$ cat src/hdl/cdsf_pkg.sv
// Package: word types, control structs and stencil tables for the stencil filter.
package cdsf_pkg;

  localparam int COEF_FRAC_BITS = 24;
  localparam int COEF_W         = COEF_FRAC_BITS + 8;
  localparam int DEF_MAX_TAPS   = 9;
  localparam int DEF_SAMPLE_W   = 32;
  localparam int FAMILIES       = 5;
  localparam int ORDERS         = 9;
  localparam int TAB_TAPS       = 9;
  localparam int TAP_W          = 4;
  localparam int CFG_IDX_W      = 2;

  localparam logic [CFG_IDX_W-1:0] CFG_ACCURACY = 2'd0;
  localparam logic [CFG_IDX_W-1:0] CFG_ORDER    = 2'd1;
  localparam logic [CFG_IDX_W-1:0] CFG_SCALE    = 2'd2;

  localparam logic [2:0]  ACCURACY_RST = 3'd1;
  localparam logic [3:0]  ORDER_RST    = 4'd1;
  localparam logic [31:0] SCALE_RST    = 32'd65536;

  typedef struct packed {
    logic signed [31:0] sample;
    logic               line_start;
  } in_word_t;

  typedef struct packed {
    logic signed [63:0] derivative;
    logic               unsupported;
    logic               saturated;
  } out_word_t;

  typedef struct packed {
    logic             accept;
    logic             acc_clr;
    logic             mul_en;
    logic             acc_add;
    logic             mag_en;
    logic             mlo_en;
    logic             mhi_en;
    logic             sum_en;
    logic             load_out;
    logic [TAP_W-1:0] tap;
  } cdsf_cmd_t;

  typedef struct packed {
    logic unsup;
    logic enough;
    logic last_tap;
    logic out_free;
  } cdsf_stat_t;

  localparam longint ONE = longint'(1) << COEF_FRAC_BITS;

  // coefficient m/d in Q.F, rounded to nearest, ties away from zero
  localparam longint COEF_TAB [FAMILIES][ORDERS][TAB_TAPS] = '{
    '{
      '{ONE, 0, 0, 0, 0, 0, 0, 0, 0},
      '{ONE, 0, 0, 0, 0, 0, 0, 0, 0},
      '{ONE, 0, 0, 0, 0, 0, 0, 0, 0},
      '{ONE, 0, 0, 0, 0, 0, 0, 0, 0},
      '{ONE, 0, 0, 0, 0, 0, 0, 0, 0},
      '{ONE, 0, 0, 0, 0, 0, 0, 0, 0},
      '{ONE, 0, 0, 0, 0, 0, 0, 0, 0},
      '{0, 0, 0, 0, 0, 0, 0, 0, 0},
      '{0, 0, 0, 0, 0, 0, 0, 0, 0}
    },
    '{
      '{ONE, 0, 0, 0, 0, 0, 0, 0, 0},
      '{-((ONE+1)/2), 0, (ONE+1)/2, 0, 0, 0, 0, 0, 0},
      '{ONE, -2*ONE, ONE, 0, 0, 0, 0, 0, 0},
      '{-((ONE+1)/2), (2*ONE+1)/2, 0, -((2*ONE+1)/2), (ONE+1)/2, 0, 0, 0, 0},
      '{ONE, -4*ONE, 6*ONE, -4*ONE, ONE, 0, 0, 0, 0},
      '{-((ONE+1)/2), (4*ONE+1)/2, -((5*ONE+1)/2), 0, (5*ONE+1)/2,
        -((4*ONE+1)/2), (ONE+1)/2, 0, 0},
      '{ONE, -6*ONE, 15*ONE, -20*ONE, 15*ONE, -6*ONE, ONE, 0, 0},
      '{-((ONE+1)/2), (6*ONE+1)/2, -((14*ONE+1)/2), (14*ONE+1)/2, 0,
        -((14*ONE+1)/2), (14*ONE+1)/2, -((6*ONE+1)/2), (ONE+1)/2},
      '{ONE, -8*ONE, 28*ONE, -56*ONE, 70*ONE, -56*ONE, 28*ONE, -8*ONE, ONE}
    },
    '{
      '{ONE, 0, 0, 0, 0, 0, 0, 0, 0},
      '{(ONE+6)/12, -((8*ONE+6)/12), 0, (8*ONE+6)/12, -((ONE+6)/12), 0, 0, 0, 0},
      '{-((ONE+6)/12), (16*ONE+6)/12, -((30*ONE+6)/12), (16*ONE+6)/12,
        -((ONE+6)/12), 0, 0, 0, 0},
      '{(ONE+4)/8, -((8*ONE+4)/8), (13*ONE+4)/8, 0, -((13*ONE+4)/8),
        (8*ONE+4)/8, -((ONE+4)/8), 0, 0},
      '{-((ONE+3)/6), (12*ONE+3)/6, -((39*ONE+3)/6), (56*ONE+3)/6,
        -((39*ONE+3)/6), (12*ONE+3)/6, -((ONE+3)/6), 0, 0},
      '{(ONE+3)/6, -((9*ONE+3)/6), (26*ONE+3)/6, -((29*ONE+3)/6), 0,
        (29*ONE+3)/6, -((26*ONE+3)/6), (9*ONE+3)/6, -((ONE+3)/6)},
      '{-((ONE+2)/4), (12*ONE+2)/4, -((52*ONE+2)/4), (116*ONE+2)/4,
        -((150*ONE+2)/4), (116*ONE+2)/4, -((52*ONE+2)/4), (12*ONE+2)/4,
        -((ONE+2)/4)},
      '{0, 0, 0, 0, 0, 0, 0, 0, 0},
      '{0, 0, 0, 0, 0, 0, 0, 0, 0}
    },
    '{
      '{ONE, 0, 0, 0, 0, 0, 0, 0, 0},
      '{-((ONE+30)/60), (9*ONE+30)/60, -((45*ONE+30)/60), 0, (45*ONE+30)/60,
        -((9*ONE+30)/60), (ONE+30)/60, 0, 0},
      '{(2*ONE+90)/180, -((27*ONE+90)/180), (270*ONE+90)/180,
        -((490*ONE+90)/180), (270*ONE+90)/180, -((27*ONE+90)/180),
        (2*ONE+90)/180, 0, 0},
      '{-((7*ONE+120)/240), (72*ONE+120)/240, -((338*ONE+120)/240),
        (488*ONE+120)/240, 0, -((488*ONE+120)/240), (338*ONE+120)/240,
        -((72*ONE+120)/240), (7*ONE+120)/240},
      '{(7*ONE+120)/240, -((96*ONE+120)/240), (676*ONE+120)/240,
        -((1952*ONE+120)/240), (2730*ONE+120)/240, -((1952*ONE+120)/240),
        (676*ONE+120)/240, -((96*ONE+120)/240), (7*ONE+120)/240},
      '{0, 0, 0, 0, 0, 0, 0, 0, 0},
      '{0, 0, 0, 0, 0, 0, 0, 0, 0},
      '{0, 0, 0, 0, 0, 0, 0, 0, 0},
      '{0, 0, 0, 0, 0, 0, 0, 0, 0}
    },
    '{
      '{ONE, 0, 0, 0, 0, 0, 0, 0, 0},
      '{(3*ONE+420)/840, -((32*ONE+420)/840), (168*ONE+420)/840,
        -((672*ONE+420)/840), 0, (672*ONE+420)/840, -((168*ONE+420)/840),
        (32*ONE+420)/840, -((3*ONE+420)/840)},
      '{-((9*ONE+2520)/5040), (128*ONE+2520)/5040, -((1008*ONE+2520)/5040),
        (8064*ONE+2520)/5040, -((14350*ONE+2520)/5040), (8064*ONE+2520)/5040,
        -((1008*ONE+2520)/5040), (128*ONE+2520)/5040, -((9*ONE+2520)/5040)},
      '{0, 0, 0, 0, 0, 0, 0, 0, 0},
      '{0, 0, 0, 0, 0, 0, 0, 0, 0},
      '{0, 0, 0, 0, 0, 0, 0, 0, 0},
      '{0, 0, 0, 0, 0, 0, 0, 0, 0},
      '{0, 0, 0, 0, 0, 0, 0, 0, 0},
      '{0, 0, 0, 0, 0, 0, 0, 0, 0}
    }
  };

  localparam logic [2:0] RAD_TAB [FAMILIES][ORDERS] = '{
    '{3'd0, 3'd0, 3'd0, 3'd0, 3'd0, 3'd0, 3'd0, 3'd0, 3'd0},
    '{3'd0, 3'd1, 3'd1, 3'd2, 3'd2, 3'd3, 3'd3, 3'd4, 3'd4},
    '{3'd0, 3'd2, 3'd2, 3'd3, 3'd3, 3'd4, 3'd4, 3'd0, 3'd0},
    '{3'd0, 3'd3, 3'd3, 3'd4, 3'd4, 3'd0, 3'd0, 3'd0, 3'd0},
    '{3'd0, 3'd4, 3'd4, 3'd0, 3'd0, 3'd0, 3'd0, 3'd0, 3'd0}
  };

  localparam logic [ORDERS-1:0] STENCIL_OK [FAMILIES] = '{
    9'b001111111,
    9'b111111111,
    9'b001111111,
    9'b000011111,
    9'b000000111
  };

endpackage

$ cat src/hdl/cdsf_ctrl.sv
// Controller: sequences accept, tap accumulation, scaling and result hand-off.
module cdsf_ctrl
  import cdsf_pkg::*;
(
  input  logic       clk,
  input  logic       rst_n,
  input  logic       in_valid,
  output logic       in_ready,
  input  cdsf_stat_t stat,
  output cdsf_cmd_t  cmd
);

  typedef enum logic [2:0] {
    S_IDLE, S_MAC, S_DRAIN, S_ABS, S_MLO, S_MHI, S_SUM, S_OUT
  } state_t;

  state_t           state_r, state_nxt;
  logic [TAP_W-1:0] tap_r, tap_nxt;

  always_comb begin
    state_nxt    = state_r;
    tap_nxt      = tap_r;
    cmd          = '0;
    cmd.tap      = tap_r;
    in_ready     = (state_r == S_IDLE);
    case (state_r)
      S_IDLE: begin
        if (in_valid) begin
          cmd.accept  = 1'b1;
          cmd.acc_clr = 1'b1;
          tap_nxt     = '0;
          if (stat.unsup) state_nxt = S_OUT;
          else if (stat.enough) state_nxt = S_MAC;
        end
      end
      S_MAC: begin
        cmd.mul_en  = 1'b1;
        cmd.acc_add = (tap_r != '0);
        if (stat.last_tap) state_nxt = S_DRAIN;
        else tap_nxt = tap_r + 1'b1;
      end
      S_DRAIN: begin
        cmd.acc_add = 1'b1;
        state_nxt   = S_ABS;
      end
      S_ABS: begin
        cmd.mag_en = 1'b1;
        state_nxt  = S_MLO;
      end
      S_MLO: begin
        cmd.mlo_en = 1'b1;
        state_nxt  = S_MHI;
      end
      S_MHI: begin
        cmd.mhi_en = 1'b1;
        state_nxt  = S_SUM;
      end
      S_SUM: begin
        cmd.sum_en = 1'b1;
        state_nxt  = S_OUT;
      end
      S_OUT: begin
        if (stat.out_free) begin
          cmd.load_out = 1'b1;
          state_nxt    = S_IDLE;
        end
      end
      default: state_nxt = S_IDLE;
    endcase
  end

  always_ff @(posedge clk) begin
    if (!rst_n) begin
      state_r <= S_IDLE;
      tap_r   <= '0;
    end else begin
      state_r <= state_nxt;
      tap_r   <= tap_nxt;
    end
  end

endmodule

$ cat config.mk
export PLATFORM = sky130hd
export DESIGN_NAME = cdsf_ctrl
export DESIGN_NICKNAME = d
export VERILOG_FILES = /design/src/hdl/cdsf_pkg.sv /design/src/hdl/cdsf_ctrl.sv
export SDC_FILE = /design/constraint.sdc
export NUM_CORES = 1
export LEC_CHECK = 0
export ABC_AREA = 1
export ABC_CLOCK_PERIOD_IN_PS = 1100
export BUFFER_PORTS_ARGS = -buffer_cell sky130_fd_sc_hd__buf_2
export CORE_MARGIN = 4
export CORE_UTILIZATION = 30
export CTS_CLUSTER_DIAMETER = 150
export DETAILED_ROUTE_END_ITERATION = 10
export GPL_TIMING_DRIVEN = 1
export PLACE_DENSITY = 0.66
export SYNTH_ARGS = -nofsm -noshare
export SYNTH_HDL_FRONTEND = slang
export SYNTH_SLANG_ARGS = --single-unit
$ cat constraint.sdc
create_clock -name clk -period 1.1 [get_ports clk]
set_clock_uncertainty 0.1 [all_clocks]
set_input_delay 0.11 -clock clk [delete_from_list [all_inputs] [get_ports clk]]
set_output_delay 0.11 -clock clk [all_outputs]
set_load 0.01 [all_outputs]
==> metrics.md <==
| Metric | Value |
|---|---|
| Setup crit start | state_r[0] |
| Drt wl/cell | 12.2 um |
| # DRC | 0 |
| PortBufs | 20 |
| Startpoint Class | flop |
| GRT Util Overall | around 16% |
| Number of cells on the critical path | 6 |
| Final Critical Period | roughly 1.4 ns |
| DR iter-0 viols | 10 |
| Critical path endpoint | cmd[11] |
| Synth warnings | 0 |
| Register bit total from synthesis | 7 |
| GPL Wtd Cong | about 0.75 |
| Vias in the first global route | between 600 and 700 |
| Initial antenna violation count | 0 |
| Fillers | about 140 |
| Cells along the critical path | inv_4 > nand2_4 > nor2_4 > nand2_4 > inv_4 > buf_6 |
| Fin worst setup slack | -0.284 ns |
| Pin count of the biggest net entering global routing | 11 |
| Tcrit/Tclk final | 126% |
| First-pass detailed-route iteration total | 4 |
| Arrival @ worst endpoint | ~1.2 ns |
| Synth async-reset ratio | 0% |
| Synth Area per Inst | 6.63 um2 |
| Slowest cell on the critical path | dfxtp_4 |
| Layout cells sized above 1 | between 60% and 70% |
| Critical Path Max Stage Delay | 0.37 ns |
| Max Cap Viol | 0 |
| TritonCTS clock tree | yes |
| Post-Route WL | around 1.8 mm |
| Ant diodes | 0 |
| NumNets Final | roughly 130 |
| Full die area | between 2000 and 3000 um2 |
| Final setup vio count | 18 |
| Final instance area | roughly 1000 um2 |
| Unrepaired setup endpoints after global routing | true |
| Initial Util | 33.3% |
| Most frequent cells in the layout | buf_2 (16), nand2_1 (11), buf_6 (11) |
| Bufs and invs on worst path | 3 |
| Pleak | a little over 0.0005 uW |
| CORE AREA | 1590 um2 |
| Final Slew Violations | 0 |
| Cell variety after synth | 20 |
| Most common cell after layout, fill and taps aside | buf_2 |
| Slew Limit Headroom | between 70% and 80% |
| Routed Antenna Nets | 0 |
| CTS Buf Count | 3 |
| Total number of vias | slightly below 700 |
| Max FO, Critical Path | 3 |
| R2R depth | 9 |
| H-tree Lvls | 1 |
| Total power | 2410 uW |
| Rows | 14 |
| Seq/Total Area, Yosys | 26.4% |
| R2R Setup Slk | -0.19 ns |
| Placement Cell Area | roughly 760 um2 |
| Worst hold slack | approximately 0.12 ns |
| EDFF count, synth | 0 |
| Critical path class | flop to output pin |
| Post-synth net total | a little under 90 |
| Synth Flop Type | dfxtp_1 |
| Die width | ~50 um |
| Power Density | 2460 nW/um2 |
| Maximum vdd drop | approximately 1.3 mV |
| Synth Instances | 80 |
| Clk slew on worst S/H paths | ~0.050 ns |
| Worst R2R End | tap_r[3] |
| Area growth syn-to-layout | 85.1% |
| Pre-CTS setup slack | -0.0887 ns |
| Routed vias/inst | between 4 and 5 |
| First-pass GRT wire length | 2.93 mm |
| Post-Syn Area | roughly 530 um2 |
| Cell family with most CP delay | flip-flops |
| Final Hold Vio Count | 0 |
| Failing checks | negative setup slack |
| Clock sink total | 7 |
| Die height | around 50 um |
| Worst r2r src | state_r[0] |
| Crit path capture type | output pin |
| Hold Path Class | input port to flop |
| Clock root cell | clkbuf_4 |
| Status | complete, but fails checks |
| # IOs | 21 |
| Fmax | 0.722 GHz |
| Max Root-Sink Buffers | 2 |
| Final HPWL DP | ~1.2 mm |
| GR Overflow Total | 0 |
| Worst-skew pair later-pin latency | about 0.25 ns |
| Slew @ Worst Pin | roughly 0.37 ns |
| Worst EP required | around 0.89 ns |
## kinds of logic after synthesis
group / share of synthesized area, %
buffers and inverters: 11.6
adders and majority gates: 4.72
AOI/OAI and AO/OA: 7.07
DFF: 26.4
and+or+nand+nor: 48.6
xor gates and xnor gates: 1.65
## state kept, by name, indices dropped and copies added, names as in the netlist
register,cells
state_r,3
tap_r,4
## where the power goes
group	internal [uW]	switching [uW]
combinational	820	862
sequential	359	129
clock	139	105
total	1320	1100
## worst min-delay path by stage
stage | startpoint | endpoint | slack, ns | cells past startpoint
after global routing | stat[3] | state_r[2] | 0.14 | 5
final | stat[3] | state_r[2] | 0.12 | 5
after detailed placement | rst_n | tap_r[0] | 0.27 | 3
after global placement | rst_n | tap_r[0] | 0.27 | 3
after CTS | stat[3] | state_r[2] | 0.12 | 5
after floorplan | rst_n | tap_r[0] | 0.12 | 2
## what timing repair did
item,CTS,global route
setup buffers,5,2
gates resized for setup,25,13
endpoints found under the setup margin,18,19
hold buffers,1,0
pin swaps,8,5
endpoints found under the hold margin,1,0
## through the flow
stage | util (%) | std cells | TNS, ns
after floorplan | - | 80 | -0.205
after global placement | 47.7 | 134 | -0.463
after detailed placement | 47.7 | 134 | -0.602
after CTS | 57.8 | 143 | -3.03
after global routing | 61.6 | 145 | -4.62
final | 61.6 | 145 | -3.47
## worst min-delay path: stages
cell     delay, ns
buf_2         0.10
nand2_1       0.07
nand2_1       0.06
nor2_1        0.04
nor2_1        0.06
## per-layer routing
metal | vias up | share of wire (%) | wire length (um) | track usage (%)
met5 | - | 0 | 0 | 0
met4 | 0 | 4.1 | 72 | 11.5
met3 | 7 | 7.3 | 129 | 3.31
met2 | 22 | 52 | 925 | 25.2
met1 | 309 | 36 | 646 | 17.7
li1 | 338 | - | - | -
## Yosys cell counts, types with 2 or more instances
library cell  count  area share [%]
a21oi_1           3             2.8
a21oi_2           2             3.3
dfxtp_1           7              26
ha_1              2             4.7
inv_1             8             5.7
inv_2             5             3.5
nand2_1          15              11
nand2_4           2             4.2
nand3_1           7             6.6
nand4_1           3             3.5
nor2_1           13             9.2
nor2_4            2             4.2
nor3_1            4             3.8
## layout make-up
type	instances	area [um2]	area share, %
clock buffers	4	26.3	2.68
inverters	14	66.3	6.75
multi-input cells	58	415	42.3
flip-flops and latches	7	155	15.8
well taps	24	30.0	3.06
repair buffers	38	289	29.4
(Power assumes the default switching activity.)
